--- src/design/mcs_pkg.sv ---
// ----------------------------------------------------------------------------
// mcs_pkg
// Shared constants, register codes and types of the matrix cumulative sum.
// ----------------------------------------------------------------------------
package mcs_pkg;

    localparam int DEF_MAX_ROW_LENGTH = 1024;
    localparam int DEF_MAX_PLANES     = 4;

    localparam int SAMPLE_W   = 32;
    localparam int SUM_W      = 48;
    localparam int ROWS_W     = 16;
    localparam int LEN_W      = 11;
    localparam int PLANES_W   = 3;
    localparam int CFG_DATA_W = 16;
    localparam int CFG_IDX_W  = 2;

    localparam logic signed [SUM_W-1:0] SUM_MAX = {1'b0, {(SUM_W-1){1'b1}}};
    localparam logic signed [SUM_W-1:0] SUM_MIN = {1'b1, {(SUM_W-1){1'b0}}};

    typedef enum logic [CFG_IDX_W-1:0] {
        REG_SUM_DIRECTION = 2'd0,
        REG_ROW_LENGTH    = 2'd1,
        REG_ROW_COUNT     = 2'd2,
        REG_PLANE_COUNT   = 2'd3
    } cfg_reg_t;

    // Position marks that travel with an item from the counters to the adder
    typedef struct packed {
        logic row_first;
        logic cell_first;
        logic last_item;
    } pos_flags_t;

endpackage

--- src/design/mcs_accum.sv ---
// ----------------------------------------------------------------------------
// mcs_accum
// Add stage with saturation, row-mode plane sums and the output register.
// ----------------------------------------------------------------------------
module mcs_accum #(
    parameter int MAX_ROW_LENGTH = mcs_pkg::DEF_MAX_ROW_LENGTH,
    parameter int MAX_PLANES     = mcs_pkg::DEF_MAX_PLANES,
    localparam int PW = (MAX_PLANES > 1) ? $clog2(MAX_PLANES) : 1,
    localparam int AW = $clog2(MAX_ROW_LENGTH * MAX_PLANES)
) (
    input  logic                                  clk,
    input  logic                                  rst_n,
    input  logic                                  dir,
    input  logic                                  accept,
    input  logic signed [mcs_pkg::SAMPLE_W-1:0]   sample,
    input  logic [PW-1:0]                         plane,
    input  logic [AW-1:0]                         addr,
    input  mcs_pkg::pos_flags_t                   flags,
    output logic                                  free,
    input  logic signed [mcs_pkg::SUM_W-1:0]      col_data,
    output logic                                  col_we,
    output logic [AW-1:0]                         col_addr,
    output logic signed [mcs_pkg::SUM_W-1:0]      col_wdata,
    output logic                                  m_tvalid,
    input  logic                                  m_tready,
    output logic signed [mcs_pkg::SUM_W-1:0]      m_tdata,
    output logic                                  m_tuser,
    output logic                                  m_tlast
);
    import mcs_pkg::*;

    logic                    s1_valid_reg;
    logic signed [SAMPLE_W-1:0] s1_sample_reg;
    logic [PW-1:0]           s1_plane_reg;
    logic [AW-1:0]           s1_addr_reg;
    pos_flags_t              s1_flags_reg;
    logic signed [SUM_W-1:0] plane_sums_reg [MAX_PLANES];

    logic                    out_valid_reg;
    logic signed [SUM_W-1:0] out_sum_reg;
    logic                    out_sat_reg;
    logic                    out_last_reg;

    logic                    s1_go;
    logic signed [SUM_W-1:0] base;
    logic signed [SUM_W:0]   wide;
    logic                    sat;
    logic signed [SUM_W-1:0] sum;

    assign s1_go = s1_valid_reg && (!out_valid_reg || m_tready);
    assign free  = !s1_valid_reg || s1_go;

    always_comb
    begin
        if (dir)
            base = s1_flags_reg.row_first ? '0 : col_data;
        else
            base = s1_flags_reg.cell_first ? '0 : plane_sums_reg[s1_plane_reg];
        wide = {base[SUM_W-1], base}
             + {{(SUM_W+1-SAMPLE_W){s1_sample_reg[SAMPLE_W-1]}}, s1_sample_reg};
        sat  = (wide[SUM_W] != wide[SUM_W-1]);
        if (sat)
            sum = wide[SUM_W] ? SUM_MIN : SUM_MAX;
        else
            sum = wide[SUM_W-1:0];
    end

    always_ff @(posedge clk or negedge rst_n)
    begin
        if (!rst_n)
        begin
            s1_valid_reg  <= 1'b0;
            out_valid_reg <= 1'b0;
        end
        else
        begin
            if (free)
                s1_valid_reg <= accept;
            if (s1_go)
                out_valid_reg <= 1'b1;
            else if (m_tready)
                out_valid_reg <= 1'b0;
        end
    end

    always_ff @(posedge clk)
    begin
        if (accept && free)
        begin
            s1_sample_reg <= sample;
            s1_plane_reg  <= plane;
            s1_addr_reg   <= addr;
            s1_flags_reg  <= flags;
        end
        if (s1_go)
        begin
            out_sum_reg  <= sum;
            out_sat_reg  <= sat;
            out_last_reg <= s1_flags_reg.last_item;
            if (!dir)
                plane_sums_reg[s1_plane_reg] <= sum;
        end
    end

    assign col_we    = s1_go && dir;
    assign col_addr  = s1_addr_reg;
    assign col_wdata = sum;

    assign m_tvalid = out_valid_reg;
    assign m_tdata  = out_sum_reg;
    assign m_tuser  = out_sat_reg;
    assign m_tlast  = out_last_reg;

    a_sat_clips: assert property (@(posedge clk) disable iff (!rst_n)
        m_tvalid && m_tuser |-> (m_tdata == SUM_MAX) || (m_tdata == SUM_MIN))
        else $error("saturated item without a clipped sum");

    a_stage_holds: assert property (@(posedge clk) disable iff (!rst_n)
        s1_valid_reg && out_valid_reg && !m_tready |=> s1_valid_reg && $stable(s1_addr_reg))
        else $error("add stage lost an item while output stalled");

    a_store_only_column: assert property (@(posedge clk) disable iff (!rst_n)
        col_we |-> s1_valid_reg && out_valid_reg == 1'b0 || m_tready)
        else $error("column store written without the item advancing");

endmodule

--- config.mk ---
export PLATFORM = sky130hd
export DESIGN_NAME = mcs_accum
export DESIGN_NICKNAME = d
export VERILOG_FILES = /design/src/design/mcs_pkg.sv /design/src/design/mcs_accum.sv
export SDC_FILE = /design/constraint.sdc
export NUM_CORES = 1
export LEC_CHECK = 0
export ABC_AREA = 1
export BUFFER_PORTS_ARGS = -buffer_cell sky130_fd_sc_hd__buf_2
export CAP_MARGIN = 25
export CORE_UTILIZATION = 45
export CTS_CLUSTER_DIAMETER = 80
export DETAILED_ROUTE_END_ITERATION = 16
export GPL_TIMING_DRIVEN = 0
export PLACE_DENSITY_LB_ADDON = 0.08
export REMOVE_ABC_BUFFERS = 1
export SETUP_SLACK_MARGIN = 0.1
export SLEW_MARGIN = 15
export SYNTH_ARGS = -nofsm -noshare
export SYNTH_HDL_FRONTEND = slang
export SYNTH_SLANG_ARGS = --single-unit
--- constraint.sdc ---
create_clock -name clk -period 6.72 [get_ports clk]
set_input_delay 0.336 -clock clk [delete_from_list [all_inputs] [get_ports clk]]
set_output_delay 0.336 -clock clk [all_outputs]
set_load 0.03 [all_outputs]
==> out/qor.log <==
[worst_setup_path] Max stage delay cell, worst path sky130_fd_sc_hd__o21ai_0
[timing] Max-Slew Margin vs Limit 44.99%
[timing] unrepaired setup endpoints after global routing no
[synthesis] Cell Area, Synth 15290 um^2
[grt] number of global-route vias before repair 11986
[synthesis] share of flip-flops with an asynchronous set or reset 0.6780%
[timing] post-layout minimum cycle time 5.999 ns
[place] final estimated routing congestion in global placement 0.9234
[timing] Slew Viols, Final 0
[synthesis] number of register bits inferred by synthesis 295
[die] die area 34710 um^2
[grt] residual overflow from global routing 0
[finish] Final Non-Filler Cells 2375
[worst_setup_path] CP arrival 5.66 ns
[pwr] clock network fraction of design power 27.9%
[pwr] cell-internal power 3.842 mW
[worst_setup_path] chain of cells forming the critical path buf_12, inv_4, buf_12, o21ai_0, o22ai_1, nand2_1, o21ai_0, ha_1, inv_1, fa_1, inv_1, nand2_1, nand2_1, nand2_1, o21ai_0, nand3_1, nand3b_1, nand2_1, nand3_1, nand2_1, o21ai_0, buf_2
[die] initial core utilization 45.70%
[finish] area growth from synthesis to layout 21.35%
[finish] final non-filler cell area 18550 um^2
[finish] number of flip-flops under the largest register name 192
[grt] Global Route Usage Sum 24.02%
[pwr] Psw 2.085 mW
[grt] global-route wire length before repair 65.86 mm
[clock_tree] htree depth 1
[die] die height 186.3 um
[die] Die Span X 186.3 um
[clock_tree] root buf cell sky130_fd_sc_hd__clkbuf_16
[timing] PnR worst setup slack 0.7207 ns
[synthesis] count of mapped cells out of synthesis 1628
[timing] worst-case hold slack 0.05938 ns
[hold_path] HP Class in -> reg
[place] Post-Place Setup Slack 1.241 ns
[worst_setup_path] slack of the worst reg-to-reg path 1.56 ns
[worst_setup_path] most frequent cell on the critical path sky130_fd_sc_hd__nand2_1
[clock_tree] TritonCTS clock tree yes
[hold_path] start point of the worst min-delay path accept
[clock_tree] number of gates resized after cts 0
[finish] utilization after layout 55.46%
[timing] actual slew at the worst max-slew pin 0.8222 ns
[pwr] worst IR drop on VDD 0.2232 mV
[clock_tree] CTS clock-pin slew for the worst setup and hold paths 0.06 ns
[pwr] leak pwr 7.976 nW
[drt] mean routed wirelength per cell 17.57 um
[pwr] Logic pwr share 31.0%
[timing] Worst Skew 0.01906 ns
[timing] Max Clock Freq 166.7 MHz
[synthesis] proportion of synthesized chip area in sequential cells 57.76%
[grt] number of antenna violations at the first check in global routing 0
[die] Floorplan Core Area 33450 um^2
[run_status] outcome completed
[synthesis] count of unique library cells instantiated by Yosys 37
[clock_tree] buffer depth of the longest clock path 3
[pwr] sequential group share of total power 41.1%
[die] placement row count 67
[pwr] Switching Fraction 35.18%
[synthesis] total of warnings raised by yosys 0
[worst_setup_path] kind of end point of the critical path primary output
[timing] Final Hold Viols 0
[pwr] power density over cell area 319.6 nW/um^2
[worst_setup_path] Max stage delay on crit path 0.55 ns
[drt] routed vias/inst 5.075
[place] number of buffer cells added on primary ports 214
[drt] Final ANT Viol Nets 0
[place] instance area at placement 17040 um^2
[drt] final wirelength 41.73 mm
[clock_tree] buffers inserted during post-CTS setup optimization 0
[finish] antenna cells 0
[synthesis] number of enable-type register cells in the synthesized netlist 291
[place] detailed placement HPWL 30.81 mm
[worst_setup_path] largest fanout on the critical path 53
[clock_tree] worst-skew pair later-pin latency 0.56 ns
[drt] length of the first detailed-routing pass in iterations 5
[timing] share of the cycle needed by the critical path after routing 89.27%
[clock_tree] total clock buffers created by CTS 31
[synthesis] Avg Inst Size Synth 9.389 um^2
[timing] setup violation total in the final timing report 0
[grt] pin count of the biggest net entering global routing 54
[synthesis] Top FF cell, synth sky130_fd_sc_hd__edfxtp_1
[worst_setup_path] Startpoint Class register
[clock_tree] number of hold buffers added after cts 50
[drt] via count 12054
[drt] post-route DRC violation count 0
[worst_setup_path] category of the critical setup timing path reg -> out
[finish] layout cell share with drive strength beyond 1 18.84%
[clock_tree] sinks on the clock net 295
[worst_setup_path] worst endpoint required time 6.38 ns
[place] post-placement cell count 2269
[die] total I/O pin count 215
[drt] drt initial violations 804
[finish] # nets final 2057
[run] number of violations of the max-capacitance limit 0
## through the flow
step | power [mW] | TNS, ns
3_3_place_gp | 4.261 | -1464.70
6_report | 5.927 | 0
4_1_cts | 5.980 | 0
3_5_place_dp | 4.291 | 0
5_1_grt | 6.224 | 0
2_1_floorplan | 3.696 | 0
## critical path, delay by kind of cell (launching register included)
kind,cells,cell delay [ns]
AO/OA/AOI/OAI,5,1.32
adder cells (fa/ha/maj),2,0.72
buffers and inverters,6,1.51
flip-flops,1,0.48
AND/OR/NAND/NOR,9,1.01
## placed cells by master (no fill, tap or decap), drive strengths merged
master / n
edfxtp: 291
o21bai: 13
buf: 244
fa: 1
clkinv: 7
nor2: 190
nand4: 21
a21oi: 59
or2: 4
bufinv: 2
ha: 49
nor4: 2
xor2: 23
xnor2: 8
a31oi: 1
clkbuf: 45
inv: 212
dfxtp: 2
o22ai: 48
a21o: 1
nor3: 17
dfrtp: 2
nand3b: 3
dlygate4sd3: 50
nand2: 414
o21ai: 183
nand3: 35
## layer usage
metal	track usage [%]	share of wire [%]	up-vias
li1	-	-	6027
met2	39.39	46	318
met1	33.92	47	5657
met4	5.277	1.7	0
met3	3.291	4.8	52
met5	0	0	-
## power by group through the flow
stage                     combinational [mW]  sequential [mW]  clock (mW)
after floorplan                         1.04             2.65           0
after global placement                  1.76             2.50           0
after detailed placement                1.81             2.48           0
after CTS                               1.84             2.44        1.70
after global routing                    2.01             2.45        1.76
final                                   1.84             2.44        1.65
## final cells by class
class,count,area (um^2)
fillers,3085,14900
flip-flops and latches,295,8833
multi-input cells,1072,5456
repair buffers,294,1914
clock buffers,45,878.3
inverters,211,799.5
well taps,448,560.5
clock inverters,10,106.4
## cell usage after synthesis (3+ instances only)
cell type / instances / area share (%)
sky130_fd_sc_hd__nand3b_1: 3 / 0.15
sky130_fd_sc_hd__clkbuf_1: 38 / 0.93
sky130_fd_sc_hd__o21bai_1: 13 / 0.64
sky130_fd_sc_hd__inv_2: 6 / 0.15
sky130_fd_sc_hd__nand4_1: 21 / 0.86
sky130_fd_sc_hd__nor2_2: 12 / 0.49
sky130_fd_sc_hd__buf_2: 3 / 0.098
sky130_fd_sc_hd__o21ai_0: 183 / 6.0
sky130_fd_sc_hd__nand2_1: 379 / 9.3
sky130_fd_sc_hd__nor2_1: 173 / 4.2
sky130_fd_sc_hd__buf_1: 3 / 0.074
sky130_fd_sc_hd__inv_1: 205 / 5.0
sky130_fd_sc_hd__a21oi_1: 57 / 1.9
sky130_fd_sc_hd__nor2_4: 5 / 0.37
sky130_fd_sc_hd__nor3_1: 16 / 0.52
sky130_fd_sc_hd__o22ai_1: 48 / 2.0
sky130_fd_sc_hd__edfxtp_1: 291 / 57
sky130_fd_sc_hd__xnor2_1: 8 / 0.46
sky130_fd_sc_hd__nand2_2: 34 / 1.4
sky130_fd_sc_hd__xor2_1: 23 / 1.3
sky130_fd_sc_hd__nand3_1: 33 / 1.1
sky130_fd_sc_hd__ha_1: 49 / 4.0
## final timing paths
path                                             end  depth (start not counted)
worst max-delay path                   col_wdata[38]                         22
worst min-delay path                    s1_valid_reg                          3
worst max register to register  plane_sums_reg[3][3]                         23
worst min register to register               m_tlast                          0
max in group asynchronous               s1_valid_reg                          2
min in group asynchronous                   m_tvalid                          2
## cells by family (layout without fill, tap and decap cells)
| logic type | Yosys count | count (layout) | share of synthesized area [%] |
|---|---|---|---|
| and+or+nand+nor | 686 | 686 | 18.93 |
| AOI/OAI and AO/OA | 305 | 305 | 10.67 |
| DFF | 295 | 295 | 57.76 |
| buffers and inverters | 261 | 560 | 6.728 |
| adders and majority gates | 50 | 50 | 4.142 |
| xor gates and xnor gates | 31 | 31 | 1.776 |
(Power assumes the default switching activity.)
