==> config.mk <==
export PLATFORM = sky130hd
export DESIGN_NAME = mcs_position
export DESIGN_NICKNAME = d
export VERILOG_FILES = /design/src/design/mcs_pkg.sv /design/src/design/mcs_position.sv
export SDC_FILE = /design/constraint.sdc
export NUM_CORES = 1
export LEC_CHECK = 0
export BUFFER_PORTS_ARGS = -buffer_cell sky130_fd_sc_hd__clkbuf_2
export CAP_MARGIN = 30
export CORE_MARGIN = 3
export CORE_UTILIZATION = 32
export CTS_CLUSTER_DIAMETER = 40
export DETAILED_ROUTE_END_ITERATION = 6
export PLACE_DENSITY_LB_ADDON = 0.12
export SYNTH_ARGS = -nofsm -noshare
export SYNTH_HDL_FRONTEND = slang
export SYNTH_SLANG_ARGS = --single-unit
==> constraint.sdc <==
create_clock -name clk -period 6.5 [get_ports clk]
set_clock_uncertainty 0.15 [all_clocks]
set_input_delay 1.3 -clock clk [delete_from_list [all_inputs] [get_ports clk]]
set_output_delay 1.3 -clock clk [all_outputs]
set_load 0.005 [all_outputs]
==> src/design/mcs_pkg.sv <==
// ----------------------------------------------------------------------------
// mcs_pkg
// Shared constants, register codes and types of the matrix cumulative sum.
// ----------------------------------------------------------------------------
package mcs_pkg;

    localparam int DEF_MAX_ROW_LENGTH = 1024;
    localparam int DEF_MAX_PLANES     = 4;

    localparam int SAMPLE_W   = 32;
    localparam int SUM_W      = 48;
    localparam int ROWS_W     = 16;
    localparam int LEN_W      = 11;
    localparam int PLANES_W   = 3;
    localparam int CFG_DATA_W = 16;
    localparam int CFG_IDX_W  = 2;

    localparam logic signed [SUM_W-1:0] SUM_MAX = {1'b0, {(SUM_W-1){1'b1}}};
    localparam logic signed [SUM_W-1:0] SUM_MIN = {1'b1, {(SUM_W-1){1'b0}}};

    typedef enum logic [CFG_IDX_W-1:0] {
        REG_SUM_DIRECTION = 2'd0,
        REG_ROW_LENGTH    = 2'd1,
        REG_ROW_COUNT     = 2'd2,
        REG_PLANE_COUNT   = 2'd3
    } cfg_reg_t;

    // Position marks that travel with an item from the counters to the adder
    typedef struct packed {
        logic row_first;
        logic cell_first;
        logic last_item;
    } pos_flags_t;

endpackage

==> src/design/mcs_position.sv <==
// ----------------------------------------------------------------------------
// mcs_position
// Plane, cell and row counters; column store address of the incoming item.
// ----------------------------------------------------------------------------
module mcs_position #(
    parameter int MAX_ROW_LENGTH = mcs_pkg::DEF_MAX_ROW_LENGTH,
    parameter int MAX_PLANES     = mcs_pkg::DEF_MAX_PLANES,
    localparam int CW = $clog2(MAX_ROW_LENGTH),
    localparam int PW = (MAX_PLANES > 1) ? $clog2(MAX_PLANES) : 1,
    localparam int AW = $clog2(MAX_ROW_LENGTH * MAX_PLANES)
) (
    input  logic                         clk,
    input  logic                         rst_n,
    input  logic                         restart,
    input  logic                         accept,
    input  logic [CW-1:0]                last_cell,
    input  logic [PW-1:0]                last_plane,
    input  logic [mcs_pkg::ROWS_W-1:0]   last_row,
    output logic [PW-1:0]                plane,
    output logic [AW-1:0]                addr,
    output mcs_pkg::pos_flags_t          flags
);
    import mcs_pkg::*;

    logic [PW-1:0]     plane_reg;
    logic [CW-1:0]     cell_reg;
    logic [ROWS_W-1:0] row_reg;
    logic              at_last_plane, at_last_cell, at_last_row;

    assign at_last_plane = (plane_reg == last_plane);
    assign at_last_cell  = (cell_reg == last_cell);
    assign at_last_row   = (row_reg == last_row);

    always_ff @(posedge clk or negedge rst_n)
    begin
        if (!rst_n)
        begin
            plane_reg <= '0;
            cell_reg  <= '0;
            row_reg   <= '0;
        end
        else if (restart)
        begin
            plane_reg <= '0;
            cell_reg  <= '0;
            row_reg   <= '0;
        end
        else if (accept)
        begin
            if (!at_last_plane)
                plane_reg <= plane_reg + PW'(1);
            else
            begin
                plane_reg <= '0;
                if (!at_last_cell)
                    cell_reg <= cell_reg + CW'(1);
                else
                begin
                    cell_reg <= '0;
                    row_reg  <= at_last_row ? '0 : row_reg + ROWS_W'(1);
                end
            end
        end
    end

    assign plane            = plane_reg;
    assign addr             = AW'(cell_reg) * AW'(MAX_PLANES) + AW'(plane_reg);
    assign flags.row_first  = (row_reg == '0);
    assign flags.cell_first = (cell_reg == '0);
    assign flags.last_item  = at_last_plane && at_last_cell && at_last_row;

    // Counters never pass their limits, so the equality wraps are enough
    a_plane_in_range: assert property (@(posedge clk) disable iff (!rst_n)
        plane_reg <= last_plane && cell_reg <= last_cell && row_reg <= last_row)
        else $error("position counter beyond configured limit");

endmodule

==> impl_metrics.tcl, run 1 <==
set metrics [dict create \
    status "finished, final reports clean" \
    use_met3 0.0247 \
    cts_tree "done" \
    worst_ep_required_time_ps 5050 \
    post-route-drc-count 0 \
    start_util 0.340 \
    vias_per_cell 5.30 \
    clk_pin_slew_ps 100 \
    cts_setup_buffers 0 \
    yosysUniqueCellTypes 40 \
    numCtsBuffers 3 \
    maxCapViolations 0 \
    setup_viol 0 \
    synth_cells 228 \
    grt_pass1_vias 1788 \
    dp_cells 329 \
    cellPowerDensity_mw_per_mm2 155 \
    drt-total-wl_um 5300 \
    cts_buffer_depth 2 \
    leakagePower_uw 0.00100 \
    first_pass_iters 4 \
    ir_drop_mv 0.103 \
    detail_route.iter0.violations 132 \
    grt_start_max_net_pins 29 \
    fin_cells 333 \
    drive_gt1_frac 0.248 \
    fp.dieH_um 86.7 \
    rsz0062_at_grt "no" \
    synth_area_sq_mm 0.00209 \
    crit_path_max_fanout 2 \
    clkLatencyLatePin_ps 280 \
    arrival_ps 2590 \
    finalPower_uw 364 \
    fin_crit_sh 0.622 \
    row_count 28 \
    ys_ff_latch 28 \
    slew_viol_final 0 \
    tightest_slew_ps 1030 \
    end_kind "output port" \
    die-width_um 86.7 \
    period_minus_slack_ps 4040 \
    finalInstanceArea_sq_mm 0.00235 \
    synth_nets 264 \
    timing_worst_setup_path_type "in -> out" \
    place_hpwl_um 3820 \
    seq_area_frac_synth 0.336 \
    startpoint_type "input port" \
    synth_ff_type "dfrtp_1" \
    ys_warn_count 0 \
    syn_area_per_cell_sq_um 9.15 \
    portBuffers 48 \
    n_fill_cell 641 \
    hold_class "reg -> reg" \
    htreeDepth 1 \
    grt-ovfl-total 0 \
    antenna_found_initial 0 \
    antenna_left 0 \
    gp_congestion 0.765 \
    fin_nets 295 \
    synth_most_common_cell "dfrtp_1" \
    coreArea_sq_mm 0.00613 \
    via_count 1764 \
    grt_pass1_wl_um 8870 \
    globalRouteMet2Util 0.239 \
    yosysTopAreaCell "dfrtp_1" \
    grt_use_total 0.146 \
    hold_viol 0 \
    antenna_cells 0 \
    async_reset_ff_frac 1.00 \
    top_usage_layer "met2" \
    tns_ps 0 \
    hold_buffers 0 \
    max_slew_margin 0.310 \
    synth_top_area_frac 0.336 \
    cts_sinks 28 \
    dpl-instance-area_sq_mm 0.00229 \
    largest_reg_flops 16 \
    synth_enable_flop_cells 0 \
    synth_commonest_cells "dfrtp_1 (28), xnor2_1 (18), xor2_1 (16), nor2b_1 (15), a32oi_1 (14)" \
    gr-usage-met1 0.206 \
    wl_per_cell_um 15.9 \
    cts-root-buf "clkbuf_8" \
    die_area_sq_mm 0.00752 \
    cts_resized 0 \
    io_pins 49 \
    fin_hold_ws_ps 437 \
    synth.area.top_cells "dfrtp_1 (34%), xnor2_1 (7.6%), xor2_1 (6.7%), a32oi_1 (5.9%), o31ai_2 (4.8%)" \
    max_freq_mhz 247 \
    area_delta_synth_final_pct 12.6 \
]
cells in the final DEF, fill, tap and decap left out, types with 3 or more instances in the layout:
| cell | netlist | final |
|---|---|---|
| xnor2_1 | 18 | 18 |
| dfrtp_1 | 28 | 28 |
| nand2_1 | 11 | 11 |
| nor2_1 | 12 | 12 |
| nand2b_1 | 3 | 3 |
| nand3_1 | 12 | 12 |
| ha_1 | 4 | 4 |
| nor3_1 | 6 | 6 |
| inv_1 | 9 | 9 |
| clkbuf_2 | 0 | 48 |
| xor2_1 | 16 | 16 |
| a32oi_1 | 14 | 14 |
| o31ai_2 | 8 | 8 |
| nand4_1 | 8 | 8 |
| nor2b_1 | 15 | 15 |
| clkbuf_8 | 0 | 4 |
| o31ai_1 | 7 | 7 |
| nor4_1 | 8 | 8 |
| o21ai_0 | 3 | 3 |
metal layers:
| layer | up-vias | part of all wire |
|---|---|---|
| li1 | 878 | - |
| met1 | 856 | 0.49 |
| met2 | 28 | 0.47 |
| met3 | 2 | 0.031 |
| met4 | 0 | 0.0055 |
| met5 | - | 0 |
path summary, 6_finish.rpt:
kind / start / end / slack (ps) / cells after the start
worst max-delay path: last_row[4] / flags[0] / 2460 / 6
worst min-delay path: row_reg[15]$_DFFE_PN0P_ / row_reg[15]$_DFFE_PN0P_ / 440 / 1
worst max register to register: row_reg[6]$_DFFE_PN0P_ / row_reg[1]$_DFFE_PN0P_ / 3400 / 5
worst min register to register: row_reg[15]$_DFFE_PN0P_ / row_reg[15]$_DFFE_PN0P_ / 440 / 1
max in group asynchronous: rst_n / cell_reg[7]$_DFFE_PN0P_ / 4800 / 1
min in group asynchronous: rst_n / row_reg[13]$_DFFE_PN0P_ / 920 / 1
metrics by stage:
stage / util / setup WS (ps)
final: 0.383 / 2460
after floorplan: - / 2920
after global routing: 0.383 / 2380
after CTS: 0.383 / 2470
after detailed placement: 0.374 / 2470
after global placement: 0.374 / 2460
cell families (layout without fill, tap and decap cells):
kind of cell,count (synthesis),count (layout),share of synthesized area
muxes,1,1,0.00480
AOI/OAI and AO/OA,39,39,0.167
and+or+nand+nor,90,90,0.241
xor gates and xnor gates,35,35,0.151
adders and majority gates,4,4,0.0240
buffers and inverters,31,61,0.0768
DFF,28,28,0.336
worst max-delay path, cell delays in order:
cell	delay (ps)
clkbuf_2	90
xor2_1	130
nor4_1	520
nand4_1	200
nor3_1	200
clkbuf_2	150
final cells by class:
cell class / count / area [sq um] / area share
Tap cell: 75 / 93.8 / 0.0400
Clock buffer: 4 / 55.1 / 0.0234
Sequential cell: 28 / 701 / 0.298
Inverter: 9 / 33.8 / 0.0144
Multi-Input combinational cell: 169 / 1220 / 0.522
Timing Repair Buffer: 48 / 240 / 0.102
power breakdown:
group | internal (uW) | switching [uW] | leakage (uW) | total, uW
logic | 30.7 | 33.8 | 0.000585 | 64.5
clock network | 54.3 | 57.2 | 0.0000288 | 112
registers | 179 | 9.20 | 0.000388 | 188
total | 264 | 100 | 0.00100 | 364
No activity file was read; power rests on OpenSTA's default activity.
==> inputs of run 2 (changes only) <==
==> constraint.sdc (replaced) <==
create_clock -name clk -period 3.7 [get_ports clk]
set_clock_uncertainty 0.15 [all_clocks]
set_input_delay 0.74 -clock clk [delete_from_list [all_inputs] [get_ports clk]]
set_output_delay 0.74 -clock clk [all_outputs]
set_load 0.005 [all_outputs]
==> impl_metrics.tcl, run 2 (synthesized netlist as in run 1, its figures left out) <==
set metrics [dict create \
    cts-root-buf "clkbuf_8" \
    grt-ovfl-total 0 \
    leakagePower_uw 0.00101 \
    drive_gt1_frac 0.257 \
    cts_resized 0 \
    fin_nets 298 \
    tns_ps 0 \
    r2r_start "cell_reg[3]$_DFFE_PN0P_" \
    hold_buffers 0 \
    drt-total-wl_um 5200 \
    worst_ep_required_time_ps 2810 \
    rsz0062_at_grt "no" \
    gp_congestion 0.745 \
    clk_pin_slew_ps 100 \
    period_minus_slack_ps 2940 \
    cellPowerDensity_mw_per_mm2 270 \
    status "finished, final reports clean" \
    max_slew_margin 0.495 \
    cts_sinks 28 \
    maxCapViolations 0 \
    r2r_end "row_reg[0]$_DFFE_PN0P_" \
    final_common_cell "clkbuf_2" \
    fin_crit_sh 0.795 \
    grt_pass1_wl_um 8460 \
    tightest_slew_ps 757 \
    wl_per_cell_um 15.5 \
    start_util 0.340 \
    antenna_found_initial 0 \
    ir_drop_mv 0.173 \
    cts_tree "done" \
    arrival_ps 2050 \
    r2r_cells 5 \
    antenna_left 0 \
    detail_route.iter0.violations 100 \
    place_hpwl_um 3830 \
    cts_setup_buffers 0 \
    die_area_sq_mm 0.00752 \
    n_fill_cell 626 \
    crit_path_max_fanout 9 \
    timing_worst_setup_path_type "reg -> out" \
    htreeDepth 1 \
    mostFrequentLayoutCells "clkbuf_2 (48), dfrtp_1 (28), xnor2_1 (18)" \
    end_kind "output port" \
    via_count 1768 \
    numCtsBuffers 3 \
    area_delta_synth_final_pct 13.7 \
    max_freq_mhz 340 \
    startpoint_type "register" \
    hold_class "in -> async" \
    grt_start_max_net_pins 29 \
    hold_viol 0 \
    antenna_cells 0 \
    first_pass_iters 4 \
    setup_viol 0 \
    largest_reg_flops 16 \
    row_count 28 \
    vias_per_cell 5.26 \
    finalPower_uw 640 \
    slew_viol_final 0 \
    portBuffers 48 \
    coreArea_sq_mm 0.00613 \
    grt_use_total 0.141 \
    fp.dieH_um 86.7 \
    clkLatencyLatePin_ps 280 \
    io_pins 49 \
    cts_buffer_depth 2 \
    r2r_slack_ps 1190 \
    die-width_um 86.7 \
    grt_pass1_vias 1665 \
    post-route-drc-count 0 \
]
## run 2: stage by stage
| stage | instance area [sq um] | setup slack (ps) | hold slack [ps] | cells | util |
|---|---|---|---|---|---|
| final | 2370 | 759 | 364 | 336 | 0.387 |
| after global routing | 2370 | 664 | 418 | 336 | 0.387 |
| after CTS | 2370 | 770 | 390 | 336 | 0.387 |
| after detailed placement | 2320 | 791 | 401 | 332 | 0.378 |
| after global placement | 2320 | 775 | 405 | 332 | 0.378 |
| after floorplan | 2090 | 1240 | 294 | 228 | - |
## run 2: worst max-delay path by stage
stage / from / to / slack, ps / depth (start not counted)
after global routing: row_reg[6]$_DFFE_PN0P_ / flags[0] / 660 / 5
after floorplan: last_row[12] / flags[0] / 1240 / 4
after CTS: row_reg[6]$_DFFE_PN0P_ / flags[0] / 770 / 5
after global placement: last_row[4] / flags[0] / 780 / 6
after detailed placement: last_row[4] / flags[0] / 790 / 6
final: row_reg[6]$_DFFE_PN0P_ / flags[0] / 760 / 5
## run 2: per-layer routing
| metal | part of all wire | global-route usage |
|---|---|---|
| met4 | 0.0056 | 0.0212 |
| met3 | 0.041 | 0.0266 |
| met1 | 0.49 | 0.210 |
| met2 | 0.46 | 0.216 |
| met5 | 0 | 0 |
## run 2: cell type report
cell class | count | area (sq um) | area share
flip-flops and latches | 28 | 701 | 0.296
well taps | 75 | 93.8 | 0.0396
inverters | 9 | 33.8 | 0.0142
multi-input cells | 169 | 1220 | 0.517
repair buffers | 51 | 263 | 0.111
clock buffers | 4 | 55.1 | 0.0232
## run 2: critical path, cell delays in order (launching register included)
cell and delay, ps:
dfrtp_1 510, xor2_1 210, nor4_1 520, nand4_1 200, nor3_1 190, clkbuf_2 150
## run 2: report_power, final
group          leakage [uW]  switching (uW)  total [uW]  internal, uW
Clock             0.0000288            99.2         195          95.4
Sequential         0.000388            15.5         330           314
Combinational      0.000599            59.7         115          55.5
Total               0.00101             174         640           465
