## src/design/mcs_pkg.sv

```systemverilog
// ----------------------------------------------------------------------------
// mcs_pkg
// Shared constants, register codes and types of the matrix cumulative sum.
// ----------------------------------------------------------------------------
package mcs_pkg;

    localparam int DEF_MAX_ROW_LENGTH = 1024;
    localparam int DEF_MAX_PLANES     = 4;

    localparam int SAMPLE_W   = 32;
    localparam int SUM_W      = 48;
    localparam int ROWS_W     = 16;
    localparam int LEN_W      = 11;
    localparam int PLANES_W   = 3;
    localparam int CFG_DATA_W = 16;
    localparam int CFG_IDX_W  = 2;

    localparam logic signed [SUM_W-1:0] SUM_MAX = {1'b0, {(SUM_W-1){1'b1}}};
    localparam logic signed [SUM_W-1:0] SUM_MIN = {1'b1, {(SUM_W-1){1'b0}}};

    typedef enum logic [CFG_IDX_W-1:0] {
        REG_SUM_DIRECTION = 2'd0,
        REG_ROW_LENGTH    = 2'd1,
        REG_ROW_COUNT     = 2'd2,
        REG_PLANE_COUNT   = 2'd3
    } cfg_reg_t;

    // Position marks that travel with an item from the counters to the adder
    typedef struct packed {
        logic row_first;
        logic cell_first;
        logic last_item;
    } pos_flags_t;

endpackage

```

## src/design/mcs_config.sv

```systemverilog
// ----------------------------------------------------------------------------
// mcs_config
// Configuration registers, kept as clamped last-index limits.
// ----------------------------------------------------------------------------
module mcs_config #(
    parameter int MAX_ROW_LENGTH = mcs_pkg::DEF_MAX_ROW_LENGTH,
    parameter int MAX_PLANES     = mcs_pkg::DEF_MAX_PLANES,
    localparam int CW = $clog2(MAX_ROW_LENGTH),
    localparam int PW = (MAX_PLANES > 1) ? $clog2(MAX_PLANES) : 1
) (
    input  logic                             clk,
    input  logic                             rst_n,
    input  logic                             cfg_we,
    input  mcs_pkg::cfg_reg_t                cfg_index,
    input  logic [mcs_pkg::CFG_DATA_W-1:0]   cfg_data,
    output logic                             dir,
    output logic [CW-1:0]                    last_cell,
    output logic [PW-1:0]                    last_plane,
    output logic [mcs_pkg::ROWS_W-1:0]       last_row
);
    import mcs_pkg::*;

    logic                dir_reg;
    logic [CW-1:0]       last_cell_reg,  last_cell_next;
    logic [PW-1:0]       last_plane_reg, last_plane_next;
    logic [ROWS_W-1:0]   last_row_reg,   last_row_next;
    logic [LEN_W-1:0]    len_v;
    logic [PLANES_W-1:0] planes_v;
    logic [ROWS_W-1:0]   rows_v;

    assign len_v    = cfg_data[LEN_W-1:0];
    assign planes_v = cfg_data[PLANES_W-1:0];
    assign rows_v   = cfg_data[ROWS_W-1:0];

    // Zero acts as one; oversize clamps to the maximum
    always_comb
    begin
        if (len_v == '0)
            last_cell_next = '0;
        else if (32'(len_v) > 32'(MAX_ROW_LENGTH))
            last_cell_next = CW'(MAX_ROW_LENGTH - 1);
        else
            last_cell_next = CW'(len_v - LEN_W'(1));

        if (planes_v == '0)
            last_plane_next = '0;
        else if (32'(planes_v) > 32'(MAX_PLANES))
            last_plane_next = PW'(MAX_PLANES - 1);
        else
            last_plane_next = PW'(planes_v - PLANES_W'(1));

        if (rows_v == '0)
            last_row_next = '0;
        else
            last_row_next = rows_v - ROWS_W'(1);
    end

    always_ff @(posedge clk or negedge rst_n)
    begin
        if (!rst_n)
        begin
            dir_reg        <= 1'b0;
            last_cell_reg  <= '0;
            last_plane_reg <= '0;
            last_row_reg   <= '0;
        end
        else if (cfg_we)
        begin
            case (cfg_index)
                REG_SUM_DIRECTION: dir_reg        <= cfg_data[0];
                REG_ROW_LENGTH:    last_cell_reg  <= last_cell_next;
                REG_ROW_COUNT:     last_row_reg   <= last_row_next;
                REG_PLANE_COUNT:   last_plane_reg <= last_plane_next;
                default:           dir_reg        <= dir_reg;
            endcase
        end
    end

    assign dir        = dir_reg;
    assign last_cell  = last_cell_reg;
    assign last_plane = last_plane_reg;
    assign last_row   = last_row_reg;

endmodule

```

## config.mk

```make
export PLATFORM = sky130hd
export DESIGN_NAME = mcs_config
export DESIGN_NICKNAME = d
export VERILOG_FILES = /design/src/design/mcs_pkg.sv /design/src/design/mcs_config.sv
export SDC_FILE = /design/constraint.sdc
export NUM_CORES = 1
export LEC_CHECK = 0
export ABC_AREA = 1
export BUFFER_PORTS_ARGS = -buffer_cell sky130_fd_sc_hd__buf_2
export CORE_ASPECT_RATIO = 1.2
export CORE_UTILIZATION = 55
export CTS_CLUSTER_SIZE = 12
export DETAILED_ROUTE_END_ITERATION = 10
export GPL_ROUTABILITY_DRIVEN = 1
export PLACE_DENSITY = 0.95
export SYNTH_ARGS = -nofsm -noshare
export SYNTH_HDL_FRONTEND = slang
export SYNTH_SLANG_ARGS = --single-unit
export TNS_END_PERCENT = 10
```

## constraint.sdc

```tcl
create_clock -name clk -period 1.5 [get_ports clk]
set_clock_uncertainty 0.05 [all_clocks]
set_input_delay 0.225 -clock clk [delete_from_list [all_inputs] [get_ports clk]]
set_output_delay 0.225 -clock clk [all_outputs]
set_load 0.02 [all_outputs]
```

==> results of run 1 <==
## synthesized netlist by cell type (2+ instances only)
master / instances / share of area
sky130_fd_sc_hd__xor2_1: 4 / 0.021
sky130_fd_sc_hd__nand2_1: 88 / 0.20
sky130_fd_sc_hd__o22ai_1: 2 / 0.0075
sky130_fd_sc_hd__nor2_4: 4 / 0.027
sky130_fd_sc_hd__nand4_1: 2 / 0.0075
sky130_fd_sc_hd__nand3_1: 14 / 0.042
sky130_fd_sc_hd__nor2_1: 16 / 0.036
sky130_fd_sc_hd__inv_1: 23 / 0.052
sky130_fd_sc_hd__nor2_2: 2 / 0.0075
sky130_fd_sc_hd__nand2_4: 2 / 0.014
sky130_fd_sc_hd__dfrtp_1: 29 / 0.44
sky130_fd_sc_hd__o21ai_0: 12 / 0.036
sky130_fd_sc_hd__nand2_2: 6 / 0.023
sky130_fd_sc_hd__ha_1: 2 / 0.015
sky130_fd_sc_hd__nand3_2: 6 / 0.036
## layout by cell type (no fill, tap or decap), drive strengths merged
cell / n
clkbuf: 5
clkinv: 2
nand3b: 1
o21bai: 1
o21ai: 13
o22ai: 2
dfrtp: 29
a21oi: 1
nand2: 96
ha: 2
dlygate4sd3: 1
xor2: 4
nand3: 20
inv: 25
buf: 50
nor2: 22
nand4: 2
xnor2: 1
nor3: 2
## power groups by stage
stage	Clock, mW	Sequential [mW]	Combinational [mW]
2_1_floorplan	0	1.16	0.204
3_3_place_gp	0	0.988	0.605
3_5_place_dp	0	0.995	0.610
4_1_cts	0.428	0.981	0.618
5_1_grt	0.474	0.995	0.675
6_report	0.414	0.981	0.614
## worst max-delay path by stage
| stage | slack [ns] | to | startpoint |
|---|---|---|---|
| 2_1_floorplan | 0.29 | last_row[10] | cfg_data[0] |
| 3_3_place_gp | 0.07 | last_cell[0] | cfg_data[0] |
| 3_5_place_dp | 0.02 | last_row[8] | cfg_data[0] |
| 4_1_cts | 0.33 | last_cell[1] | last_cell[1] |
| 5_1_grt | 0.23 | last_row[8] | cfg_data[0] |
| 6_report | 0.34 | last_cell[7] | last_cell[7] |
## kinds of logic after synthesis
family                     share of synthesized area
xor gates and xnor gates                      0.0264
and+or+nand+nor                                0.405
buffers and inverters                         0.0625
adders and majority gates                     0.0151
AOI/OAI and AO/OA                             0.0542
DFF                                            0.437
## stage by stage
stage | setup slack, ns | std cells
2_1_floorplan | 0.293 | 223
3_3_place_gp | 0.0680 | 306
3_5_place_dp | 0.0235 | 306
4_1_cts | 0.326 | 313
5_1_grt | 0.234 | 313
6_report | 0.341 | 313
## routing by layer
metal | global-route usage | share of wire | up-vias
met3 | 0.0662 | 0.059 | 11
li1 | - | - | 811
met1 | 0.314 | 0.43 | 710
met2 | 0.418 | 0.49 | 50
met5 | 0 | 0 | -
met4 | 0.135 | 0.026 | 0
## repair_timing
item | in CTS | in global routing
hold buffers | 1 | 0
endpoints found under the setup margin | 0 | 0
gates resized for setup | 0 | 0
endpoints found under the hold margin | 29 | 0
## layout make-up
| cell class | count | area [um^2] | share of cell area |
|---|---|---|---|
| Clock buffer | 5 | 37.5 | 0.0187 |
| Clock inverter | 1 | 5.00 | 0.00250 |
| Inverter | 26 | 100 | 0.0499 |
| Multi-Input combinational cell | 167 | 832 | 0.415 |
| Sequential cell | 29 | 726 | 0.362 |
| Tap cell | 34 | 42.5 | 0.0212 |
| Timing Repair Buffer | 51 | 263 | 0.131 |
==> run summary, run 1 <==
PWR
------------------------------------------------------------------------------------
Total power draw                                                             2.01 mW
Peak supply drop                                                            0.717 mV
Part of the power in combinational logic                                       0.306
Sequential Power Share                                                         0.488
Clock network fraction of design power                                         0.206
Leakage power of the design                                                  1.12 nW
Power density over the cells                                            1000 nW/um^2
Switching power                                                             0.727 mW
Fraction of power spent switching nets                                         0.362
Internal Pwr Total                                                           1.28 mW

STA
------------------------------------------------------------------------------------
Worst rel slew slack                                                           0.589
Final worst-path cycle share                                                   0.773
Setup repair after global routing missed its margin                               no
Transition time at the pin with the least slew margin                       0.617 ns
Setup-violating endpoint count in the final report                                 0
Total count of max-transition violations in the final report                       0
Final hold vios                                                                    0
Worst slack on hold paths                                                  0.0835 ns
Aggregate negative setup slack                                                  0 ns
Period minus WS final                                                        1.16 ns
Maximum achievable frequency                                                 863 MHz

CRITICAL PATH
------------------------------------------------------------------------------------
Startpoint types                                                                flop
Maximum fanout encountered on the critical timing path                             2
Worst reg2reg path startpoint                                            last_row[1]
WS Path Type                                                                 reg2out
R2R depth                                                                          2
Minimum setup slack among reg-to-reg paths                                   0.79 ns
Combined buffer and inverter count along the critical path                         1
Highest cell delay on the worst timing path                                  0.39 ns
Worst reg2reg endpoint                                                   last_row[1]
Cell class contributing the biggest share of worst-path delay             flip-flops
Kind of end point of the critical path                                  primary output
Worst Path Required                                                          1.22 ns
Critical path's slowest cell                                            sky130_fd_sc_hd__dfrtp_1
Arrival time worst endpoint                                                  0.88 ns
Cell breakdown of the critical path                                            buf_2
Depth of the critical timing path with buffers and inverters included              1

SYNTH
------------------------------------------------------------------------------------
Yosys synthesis warning count                                                      0
Sequential area share after synthesis                                          0.437
Number of nets produced by synthesis                                             246
Synthesis-stage register bit count                                                29
Number of synthesized flops with an enable pin                                     0
Fraction of registers with async set/reset                                      1.00
Average cell area after synthesis                                          7.45 um^2
Syn Std Cell Area                                                          1660 um^2
Prevailing post-synth register cell                                     sky130_fd_sc_hd__dfrtp_1
Number of standard cells after synthesis                                         223
Library cells used by synthesis                                                   26

FLOORPLAN
------------------------------------------------------------------------------------
Vertical extent of the die                                                   62.2 um
Width of the die                                                             52.2 um
Core Area                                                                  2840 um^2
Top-Level Pins                                                                    50
Die outline area                                                           3250 um^2
Number of rows in the core area                                                   21
Initial standard-cell utilization of the core                                  0.586

FINAL LAYOUT
------------------------------------------------------------------------------------
Flip-flop count of the largest register, all copies and words added               16
Final core area utilization                                                    0.707
Growth of design area from synthesis to finish                                 20.7%
Number of fill cells in the layout                                               255
Number of antenna diodes                                                           0
Total non-filler cell area in the finished layout                          2010 um^2
Share of final-layout standard cells stronger than drive strength 1            0.283
Fin nets                                                                         303

GLOBAL ROUTING
------------------------------------------------------------------------------------
Overall Global Routing Usage                                                   0.261
Via count of the first global-routing pass                                      1539
Wire length of the first global-routing pass                                 6280 um
Global-route congestion overflow total                                             0
Pin count of the biggest net entering global routing                              30
Antenna violations before repair                                                   0

MIN PATH
------------------------------------------------------------------------------------
Hold depth                                                                         2
Worst Min Path Start                                                     cfg_data[0]
Min-Delay Endpoint                                                       last_row[0]
Type of the tightest min-delay check                                          in2reg

CLOCKING
------------------------------------------------------------------------------------
TritonCTS clock tree                                                             yes
Number of sinks on the clock net                                                  29
H-tree depth                                                                       2
Clock latency on the worst-skew pair                                         0.33 ns
Clock tree root buffer cell                                             sky130_fd_sc_hd__clkbuf_4
Clock slew seen by the registers of the worst setup and hold paths           0.08 ns
Post-CTS setup-driven buffer insertion count                                       0
Number of CTS-inserted buffers                                                     5
Deepest clock path buffer count                                                    2

DRT
------------------------------------------------------------------------------------
Drt via density                                                                 5.05
DRC violations left                                                                0
Number of routed nets with antenna violations                                      0
Total vias in the final route                                                   1582
Initial drt markers                                                               57
Routed length per placed instance                                            11.8 um
First-pass iteration count of the detailed router                                  5
Total detailed-routing wirelength                                            3680 um

PLACED DESIGN
------------------------------------------------------------------------------------
Number of port buffers                                                            49
DPL Wire Length                                                              2770 um
Post-placement cell area                                                   1950 um^2
Last weighted congestion value of the routability-driven placer                0.881

RUN
------------------------------------------------------------------------------------
# Max-Cap Violations                                                               0

OUTCOME
------------------------------------------------------------------------------------
Status                                                                  complete, no violations

No activity file was read; power rests on OpenSTA's default activity.
==> run 2: changes to the inputs <==
--- a/config.mk
+++ b/config.mk
@@ -5,14 +5,14 @@
 export SDC_FILE = /design/constraint.sdc
 export NUM_CORES = 1
 export LEC_CHECK = 0
-export ABC_AREA = 1
+export ABC_AREA = 0
 export BUFFER_PORTS_ARGS = -buffer_cell sky130_fd_sc_hd__buf_2
 export CORE_ASPECT_RATIO = 1.2
-export CORE_UTILIZATION = 55
+export CORE_UTILIZATION = 50
 export CTS_CLUSTER_SIZE = 12
 export DETAILED_ROUTE_END_ITERATION = 10
 export GPL_ROUTABILITY_DRIVEN = 1
-export PLACE_DENSITY = 0.95
+export PLACE_DENSITY = 0.9
 export SYNTH_ARGS = -nofsm -noshare
 export SYNTH_HDL_FRONTEND = slang
 export SYNTH_SLANG_ARGS = --single-unit
==> constraint.sdc (replaced) <==
create_clock -name clk -period 1.1 [get_ports clk]
set_clock_uncertainty 0.05 [all_clocks]
set_input_delay 0.165 -clock clk [delete_from_list [all_inputs] [get_ports clk]]
set_output_delay 0.165 -clock clk [all_outputs]
set_load 0.02 [all_outputs]
==> run 2 against run 1 <==
Compared with the run above:
- the run now ends with setup timing left
- synthesized cell count decreased by 31%
- clock power rose by 56%
- design area is 16% higher
- register-to-register slack worse by 0.49 ns
- flip-flop and latch count did not move
- hold slack gained 0.069 ns
- setup slack got worse by 0.63 ns
- sequential power up 37%
- first-iteration DRC count rose by 37%
- core utilization up 11 points
- final cell count fell by 8.9%
- critical endpoint is now last_cell[2]
- highest routed layer unchanged
==> run summary, run 2 <==
CRITICAL PATH
----------------------------------------------------------------------------------
Worst reg2reg path startpoint                                         last_row[15]
Arrival time worst endpoint                                                1.56 ns   +0.68 ns
Minimum setup slack among reg-to-reg paths                                 0.30 ns   -0.49 ns
WS Path Type                                                                in2reg
Worst reg2reg endpoint                                                last_row[15]
Worst Path Required                                                        1.27 ns   +0.05 ns
Maximum fanout encountered on the critical timing path                           6   +4
Kind of end point of the critical path                                        flop
R2R depth                                                                        2   unchanged
Startpoint types                                                        input port

PWR
----------------------------------------------------------------------------------
Sequential Power Share                                                       0.445   -0.043
Fraction of power spent switching nets                                       0.343   -0.0193
Clock network fraction of design power                                       0.213   +0.007
Internal Pwr Total                                                         1.99 mW   +55%
Leakage power of the design                                                1.16 nW   +3.5%
Switching power                                                            1.04 mW   +42%
Power density over the cells                                          1300 nW/um^2   +30%
Part of the power in combinational logic                                     0.342   +0.036
Peak supply drop                                                           1.21 mV   +68%
Total power draw                                                           3.02 mW   +50%

DRT
----------------------------------------------------------------------------------
Total detailed-routing wirelength                                          4390 um   +19%
DRC violations left                                                              0   unchanged
Drt via density                                                               5.39   +6.6%
Initial drt markers                                                             78   +37%
Routed length per placed instance                                          15.4 um   +31%
First-pass iteration count of the detailed router                                4   -1
Total vias in the final route                                                 1535   -3.0%
Number of routed nets with antenna violations                                    0   unchanged

STA
----------------------------------------------------------------------------------
Total count of max-transition violations in the final report                     0   unchanged
Transition time at the pin with the least slew margin                     0.370 ns   -0.247 ns
Worst Setup Slack, final                                                 -0.286 ns   -0.627 ns
Final worst-path cycle share                                                  1.26
Worst slack on hold paths                                                 0.153 ns   +0.0693 ns
Setup-violating endpoint count in the final report                              30   +30
Period minus WS final                                                      1.39 ns
Final hold vios                                                                  0   unchanged
Worst rel slew slack                                                         0.750   +0.161
Maximum achievable frequency                                               722 MHz
Setup repair after global routing missed its margin                            yes

SYNTH
----------------------------------------------------------------------------------
Library cells used by synthesis                                                 37   +42%
Synthesis-stage register bit count                                              29   unchanged
Prevailing post-synth register cell                                   sky130_fd_sc_hd__dfrtp_1
Dominant cells by area after synthesis                                sky130_fd_sc_hd__dfrtp_1 47%, sky130_fd_sc_hd__o21ai_2 5.7%, sky130_fd_sc_hd__xnor2_1 5.7%
Average cell area after synthesis                                        10.1 um^2   +36%
Top cell types by occurrence after synthesis                          29 x sky130_fd_sc_hd__dfrtp_1, 23 x sky130_fd_sc_hd__nand2_1, 13 x sky130_fd_sc_hd__nor2_1, 10 x sky130_fd_sc_hd__o21ai_2, 10 x sky130_fd_sc_hd__xnor2_1
Proportion of netlist area held by the largest area contributor              0.468   +0.0318
Yosys synthesis warning count                                                    0   unchanged
Number of nets produced by synthesis                                           176   -28%
Most area-hungry cell type in the Yosys netlist                       sky130_fd_sc_hd__dfrtp_1
Syn Std Cell Area                                                        1550 um^2   -6.8%
Most common cell in the netlist                                       sky130_fd_sc_hd__dfrtp_1
Number of standard cells after synthesis                                       153   -31%
Fraction of registers with async set/reset                                    1.00   unchanged
Number of synthesized flops with an enable pin                                   0   unchanged
Sequential area share after synthesis                                        0.468   +0.0318

CLOCKING
----------------------------------------------------------------------------------
Deepest clock path buffer count                                                  2   unchanged
Clock slew seen by the registers of the worst setup and hold paths         0.08 ns   about the same
Number of CTS-inserted buffers                                                   5   unchanged
Number of sinks on the clock net                                                29   unchanged
Clock latency on the worst-skew pair                                       0.33 ns   about the same
TritonCTS clock tree                                                           yes
Clock tree root buffer cell                                           sky130_fd_sc_hd__clkbuf_4
H-tree depth                                                                     2   unchanged

PLACED DESIGN
----------------------------------------------------------------------------------
Post-placement cell area                                                 2140 um^2   +9.5%
Number of port buffers                                                          49   unchanged
Last weighted congestion value of the routability-driven placer              0.896   +1.7%
DPL Wire Length                                                            3050 um   +10%

FINAL LAYOUT
----------------------------------------------------------------------------------
Fin nets                                                                       274   -9.6%
Most used cells in the layout excluding fill and tap cells            45 x sky130_fd_sc_hd__buf_2, 45 x sky130_fd_sc_hd__buf_4, 29 x sky130_fd_sc_hd__dfrtp_1
Area of combinational cells with multiple inputs                          860 um^2   +3.3%
Flip-flop count of the largest register, all copies and words added             16   unchanged
Share of final-layout standard cells stronger than drive strength 1          0.542   +0.259
Total non-filler cell area in the finished layout                        2330 um^2   +16%
Footprint of the flip-flops and latches                                   726 um^2   unchanged
Number of fill cells in the layout                                             181   -29%
Growth of design area from synthesis to finish                               50.3%
Number of antenna diodes                                                         0   unchanged

GLOBAL ROUTING
----------------------------------------------------------------------------------
Overall Global Routing Usage                                                 0.285   +0.0240
Antenna violations before repair                                                 0   unchanged
Wire length of the first global-routing pass                               6930 um   +10%
Via count of the first global-routing pass                                    1572   +2.1%
Pin count of the biggest net entering global routing                            17   -43%
Global-route congestion overflow total                                           0   unchanged

FLOORPLAN
----------------------------------------------------------------------------------
Die outline area                                                         3330 um^2   +2.5%
Core Area                                                                2860 um^2   +0.93%
Initial standard-cell utilization of the core                                0.541   -0.0447
Top-Level Pins                                                                  50   unchanged
Width of the die                                                           52.8 um   +1.2%
Number of rows in the core area                                                 21   unchanged
Vertical extent of the die                                                 63.0 um   +1.2%

OUTCOME
----------------------------------------------------------------------------------
Violated checks                                                       setup timing
Status                                                                complete, but fails checks

MIN PATH
----------------------------------------------------------------------------------
Worst Min Path Start                                                  cfg_data[12]
Min-Delay Endpoint                                                    last_row[12]
Type of the tightest min-delay check                                        in2reg
Hold depth                                                                       4   +2

RUN
----------------------------------------------------------------------------------
# Max-Cap Violations                                                             0   unchanged

[run 2: cell count changes in the layout (fill, tap and decap cells not counted), sizes merged, moves of 8 or more]
cell	delta
nand3	-16
nand2	-68
buf	+45
nor2	-8
xnor2	+9
inv	-23
[run 2: cell families (layout without fill, tap and decap cells)]
logic type      after synthesis  count (layout)  share of synthesized area
simple gates                 62              63                      0.228
flops                        29              29                      0.469
buf+inv                       8             105                     0.0323
compound gates               38              38                      0.176
xor+xnor                     14              14                     0.0792
fa+ha+maj                     2               2                     0.0162
[run 2: worst max path at each step]
| stage | start | end | slack, ns |
|---|---|---|---|
| CTS | cfg_data[12] | last_row[12] | -0.27 |
| global placement | cfg_data[12] | last_row[7] | -0.64 |
| detailed placement | cfg_data[12] | last_row[7] | -0.69 |
| global route | cfg_data[9] | last_cell[5] | -0.34 |
| floorplan | cfg_data[12] | last_row[11] | -0.52 |
| finish | cfg_data[9] | last_cell[2] | -0.29 |
[run 2: critical path: stages]
cell and delay, ns:
sky130_fd_sc_hd__buf_2 0.12, sky130_fd_sc_hd__nor4_2 0.28, sky130_fd_sc_hd__buf_4 0.16, sky130_fd_sc_hd__nand3_2 0.12, sky130_fd_sc_hd__o21bai_1 0.29, sky130_fd_sc_hd__buf_4 0.21, sky130_fd_sc_hd__a21oi_1 0.05, sky130_fd_sc_hd__a21o_1 0.17
[run 2: repair_timing]
action	CTS	global route
endpoints found under the hold margin	29	0
setup endpoints to repair	32	55
resized for setup	6	12
hold buffers	1	0
buffers inserted	0	2
pin swaps	8	4
cloned	1	0
[run 2: power by group through the flow]
stage               registers [mW]  clock network (mW)  logic, mW
CTS                           1.34               0.648       1.00
finish                        1.34               0.644       1.03
detailed placement            1.36                   0      0.978
global placement              1.35                   0      0.951
global route                  1.36               0.704       1.12
floorplan                     1.59                   0      0.299
[run 2: area by class of cell]
type	count	area share
clock buffers	7	0.0236
inverters	2	0.00322
multi-input cells	117	0.369
flip-flops and latches	29	0.312
well taps	34	0.0183
repair buffers	96	0.274
[run 2: metal layers]
layer | wire, um | global-route usage | vias to the layer above
li1 | - | - | 724
met4 | 80 | 0.112 | 0
met5 | 0 | 0 | -
met3 | 196 | 0.0706 | 7
met1 | 1620 | 0.311 | 753
met2 | 2500 | 0.505 | 51
[run 2: metrics by stage]
stage	utilization	worst slack, ns	setup TNS (ns)	std cells
after CTS	0.787	-0.273	-5.25	283
after global routing	0.813	-0.337	-8.22	285
final	0.813	-0.286	-6.83	285
after global placement	0.747	-0.635	-14.29	274
after detailed placement	0.747	-0.688	-15.15	274
after floorplan	-	-0.525	-10.30	153
==> run 3: changes to the inputs <==
--- a/config.mk
+++ b/config.mk
@@ -7,12 +7,14 @@
 export LEC_CHECK = 0
 export ABC_AREA = 0
 export BUFFER_PORTS_ARGS = -buffer_cell sky130_fd_sc_hd__buf_2
+export CELL_PAD_IN_SITES_DETAIL_PLACEMENT = 0
+export CELL_PAD_IN_SITES_GLOBAL_PLACEMENT = 2
 export CORE_ASPECT_RATIO = 1.2
-export CORE_UTILIZATION = 50
+export CORE_UTILIZATION = 30
 export CTS_CLUSTER_SIZE = 12
 export DETAILED_ROUTE_END_ITERATION = 10
 export GPL_ROUTABILITY_DRIVEN = 1
-export PLACE_DENSITY = 0.9
+export PLACE_DENSITY = 0.89
 export SYNTH_ARGS = -nofsm -noshare
 export SYNTH_HDL_FRONTEND = slang
 export SYNTH_SLANG_ARGS = --single-unit
==> run 3 against run 2 <==
Compared with the run above:
- the run still ends with setup timing left
- critical path depth is 2 lower
- sequential power hardly changed
- register-to-register slack better by 0.06 ns
- flip-flop and latch count stayed put
- non-clock buffer count is 3 lower
- count of clock-buffer cells in the layout is 1 lower
- power is 4.4% higher
- routed wire length is 8.6% lower
- design area is 0.16% lower
- fmax is 2.6% lower
- global-route usage is 12 points lower
- sequential share of layout area is 0.050 points higher
- critical path type unchanged
==> run summary, run 3 (synthesis results as in run 2) <==
DRT
----------------------------------------------------------------------------------
Routed length per placed instance                                          13.0 um   -16%
Drt via density                                                               4.64   -14%
Initial drt markers                                                             33   -58%
Number of routed nets with antenna violations                                    0   unchanged
Total detailed-routing wirelength                                          4010 um   -8.6%
First-pass iteration count of the detailed router                                3   -1
Total vias in the final route                                                 1434   -6.6%
DRC violations left                                                              0   unchanged

FINAL LAYOUT
----------------------------------------------------------------------------------
Flip-flop count of the largest register, all copies and words added             16   unchanged
Total non-filler cell area in the finished layout                        2320 um^2   -0.16%
Number of antenna diodes                                                         0   unchanged
Most used cells in the layout excluding fill and tap cells            47 x sky130_fd_sc_hd__buf_2, 43 x sky130_fd_sc_hd__buf_4, 29 x sky130_fd_sc_hd__dfrtp_1
Growth of design area from synthesis to finish                               50.1%
Fin nets                                                                       271   -1.1%
Most common cell after layout, fill and taps aside                    sky130_fd_sc_hd__buf_2
Share of final-layout standard cells stronger than drive strength 1          0.530   -0.0117
Post-route non-filler standard cell count                                      309   +8.4%
Number of fill cells in the layout                                             489   +170%

STA
----------------------------------------------------------------------------------
Setup repair after global routing missed its margin                            yes
Aggregate negative setup slack                                            -6.35 ns   +0.478 ns
Period minus WS final                                                      1.42 ns   +0.0374 ns
Final worst-path cycle share                                                  1.29   +0.0340
Transition time at the pin with the least slew margin                     0.376 ns   +0.00525 ns
Total count of max-transition violations in the final report                     0   unchanged
Worst Setup Slack, final                                                 -0.323 ns   -0.0374 ns
Maximum achievable frequency                                               703 MHz   -2.6%
Final hold vios                                                                  0   unchanged
Worst rel slew slack                                                         0.750   about the same
Setup-violating endpoint count in the final report                              26   -13%

FLOORPLAN
----------------------------------------------------------------------------------
Initial standard-cell utilization of the core                                0.314   -0.227
Core Area                                                                4940 um^2   +72%
Die outline area                                                         5460 um^2   +64%
Number of rows in the core area                                                 28   +33%
Top-Level Pins                                                                  50   unchanged
Width of the die                                                           67.6 um   +28%
Vertical extent of the die                                                 80.7 um   +28%

CRITICAL PATH
----------------------------------------------------------------------------------
Cell breakdown of the critical path                                   buf_6, or2_4, or4_1, or3_4, nor2_4, a211oi_1
Combined buffer and inverter count along the critical path                       1   -2
Worst reg2reg path startpoint                                         last_row[12]
Arrival time worst endpoint                                                1.53 ns   -0.03 ns
Kind of end point of the critical path                                        flop
Worst setup path startpoint                                           cfg_data[12]
Startpoint types                                                        input port
Worst Path Required                                                        1.21 ns   -0.06 ns
Critical path's slowest cell                                          sky130_fd_sc_hd__or3_4
WS Path Type                                                                in2reg
Maximum fanout encountered on the critical timing path                           3   -3
Highest cell delay on the worst timing path                                0.42 ns   +0.13 ns
Cell class contributing the biggest share of worst-path delay         simple AND/OR/NAND/NOR gates

GLOBAL ROUTING
----------------------------------------------------------------------------------
Global-route congestion overflow total                                           0   unchanged
Via count of the first global-routing pass                                    1511   -3.9%
Wire length of the first global-routing pass                               6620 um   -4.5%
Overall Global Routing Usage                                                 0.167   -0.117
Antenna violations before repair                                                 0   unchanged
Pin count of the biggest net entering global routing                            30   +13

PWR
----------------------------------------------------------------------------------
Power density over the cells                                          1360 nW/um^2   +4.6%
Peak supply drop                                                          0.996 mV   -17%
Clock network fraction of design power                                       0.263   +0.050
Sequential Power Share                                                       0.425   -0.020
Leakage power of the design                                                1.13 nW   -1.8%
Part of the power in combinational logic                                     0.312   -0.030
Internal Pwr Total                                                         2.10 mW   +5.7%
Switching power                                                            1.06 mW   +2.0%
Fraction of power spent switching nets                                       0.335   -0.00782

PLACED DESIGN
----------------------------------------------------------------------------------
Worst setup timing slack at the placement stage                          -0.691 ns   -0.00280 ns
Placed cells                                                                   298   +8.8%
Number of port buffers                                                          49   unchanged
Post-placement cell area                                                 2140 um^2   +0.23%
DPL Wire Length                                                            3050 um   -0.29%
Last weighted congestion value of the routability-driven placer              0.865   -3.5%

MIN PATH
----------------------------------------------------------------------------------
Worst Min Path Start                                                   cfg_data[0]
Type of the tightest min-delay check                                        in2reg

CLOCKING
----------------------------------------------------------------------------------
Clock slew seen by the registers of the worst setup and hold paths         0.06 ns   -0.02 ns
Number of CTS-inserted buffers                                                   5   unchanged
TritonCTS clock tree                                                           yes
Clock latency on the worst-skew pair                                       0.27 ns   -0.06 ns
Clock tree root buffer cell                                           sky130_fd_sc_hd__clkbuf_8
H-tree depth                                                                     2   unchanged
Number of sinks on the clock net                                                29   unchanged
Deepest clock path buffer count                                                  2   unchanged

OUTCOME
----------------------------------------------------------------------------------
Violated checks                                                       setup timing
Status                                                                complete, but fails checks

RUN
----------------------------------------------------------------------------------
# Max-Cap Violations                                                             0   unchanged

-- run 3: changes by cell type in the layout (fill, tap and decap cells not counted), moves of 2 or more --
cell / previous run / this run
sky130_fd_sc_hd__buf_2: 45 / 47
sky130_fd_sc_hd__buf_4: 45 / 43
sky130_fd_sc_hd__buf_6: 4 / 2
sky130_fd_sc_hd__clkbuf_4: 5 / 0
sky130_fd_sc_hd__clkbuf_8: 1 / 5
sky130_fd_sc_hd__clkinv_2: 0 / 2
sky130_fd_sc_hd__o21ai_1: 1 / 3
sky130_fd_sc_hd__o21ai_2: 12 / 10
-- run 3: what timing repair did --
action	in CTS	in global routing
endpoints found under the setup margin	26	26
endpoints found under the hold margin	29	0
hold buffers	1	0
buffers inserted	1	0
gates cloned	1	0
pin swaps	6	2
gates resized for setup	9	2
-- run 3: path summary, 6_finish.rpt --
check,slack [ns],cells after the start,to
setup / recovery,-0.32,6,last_row[12]
hold / removal,0.15,3,last_row[0]
setup reg to reg,0.36,2,last_row[12]
hold reg to reg,0.42,2,last_row[11]
max in group asynchronous,0.35,3,dir
min in group asynchronous,0.37,3,last_cell[3]
-- run 3: power groups by stage --
stage / sequential [mW] / combinational, mW / clock, mW
2_1_floorplan: 1.59 / 0.299 / 0
3_3_place_gp: 1.36 / 0.954 / 0
3_5_place_dp: 1.37 / 0.967 / 0
4_1_cts: 1.35 / 0.995 / 0.866
5_1_grt: 1.37 / 1.07 / 0.906
6_report: 1.34 / 0.984 / 0.829
-- run 3: routing by layer --
layer  track usage  wire length, um
met5             0                0
met4        0.0787               78
met3        0.0440              215
met2         0.304             2120
met1         0.173             1600
-- run 3: stage by stage --
step	power [mW]	hold slack [ns]	util
2_1_floorplan	1.89	-0.181	-
3_3_place_gp	2.32	0.142	0.434
3_5_place_dp	2.33	0.149	0.434
4_1_cts	3.21	0.143	0.468
5_1_grt	3.35	0.159	0.471
6_report	3.16	0.150	0.471
-- run 3: worst register-to-register path, stage by stage, from the launching register on --
cell,delay [ns]
sky130_fd_sc_hd__dfrtp_1,0.34
sky130_fd_sc_hd__nor2_1,0.05
sky130_fd_sc_hd__a211oi_1,0.21
-- run 3: area by class of cell --
type / instances / area [um^2] / share of cell area
Timing Repair Buffer: 93 / 591 / 0.254
Multi-Input combinational cell: 117 / 843 / 0.363
Clock inverter: 2 / 10.0 / 0.00431
Clock buffer: 6 / 72.6 / 0.0312
Tap cell: 60 / 75.1 / 0.0323
Inverter: 2 / 7.51 / 0.00323
Sequential cell: 29 / 726 / 0.312
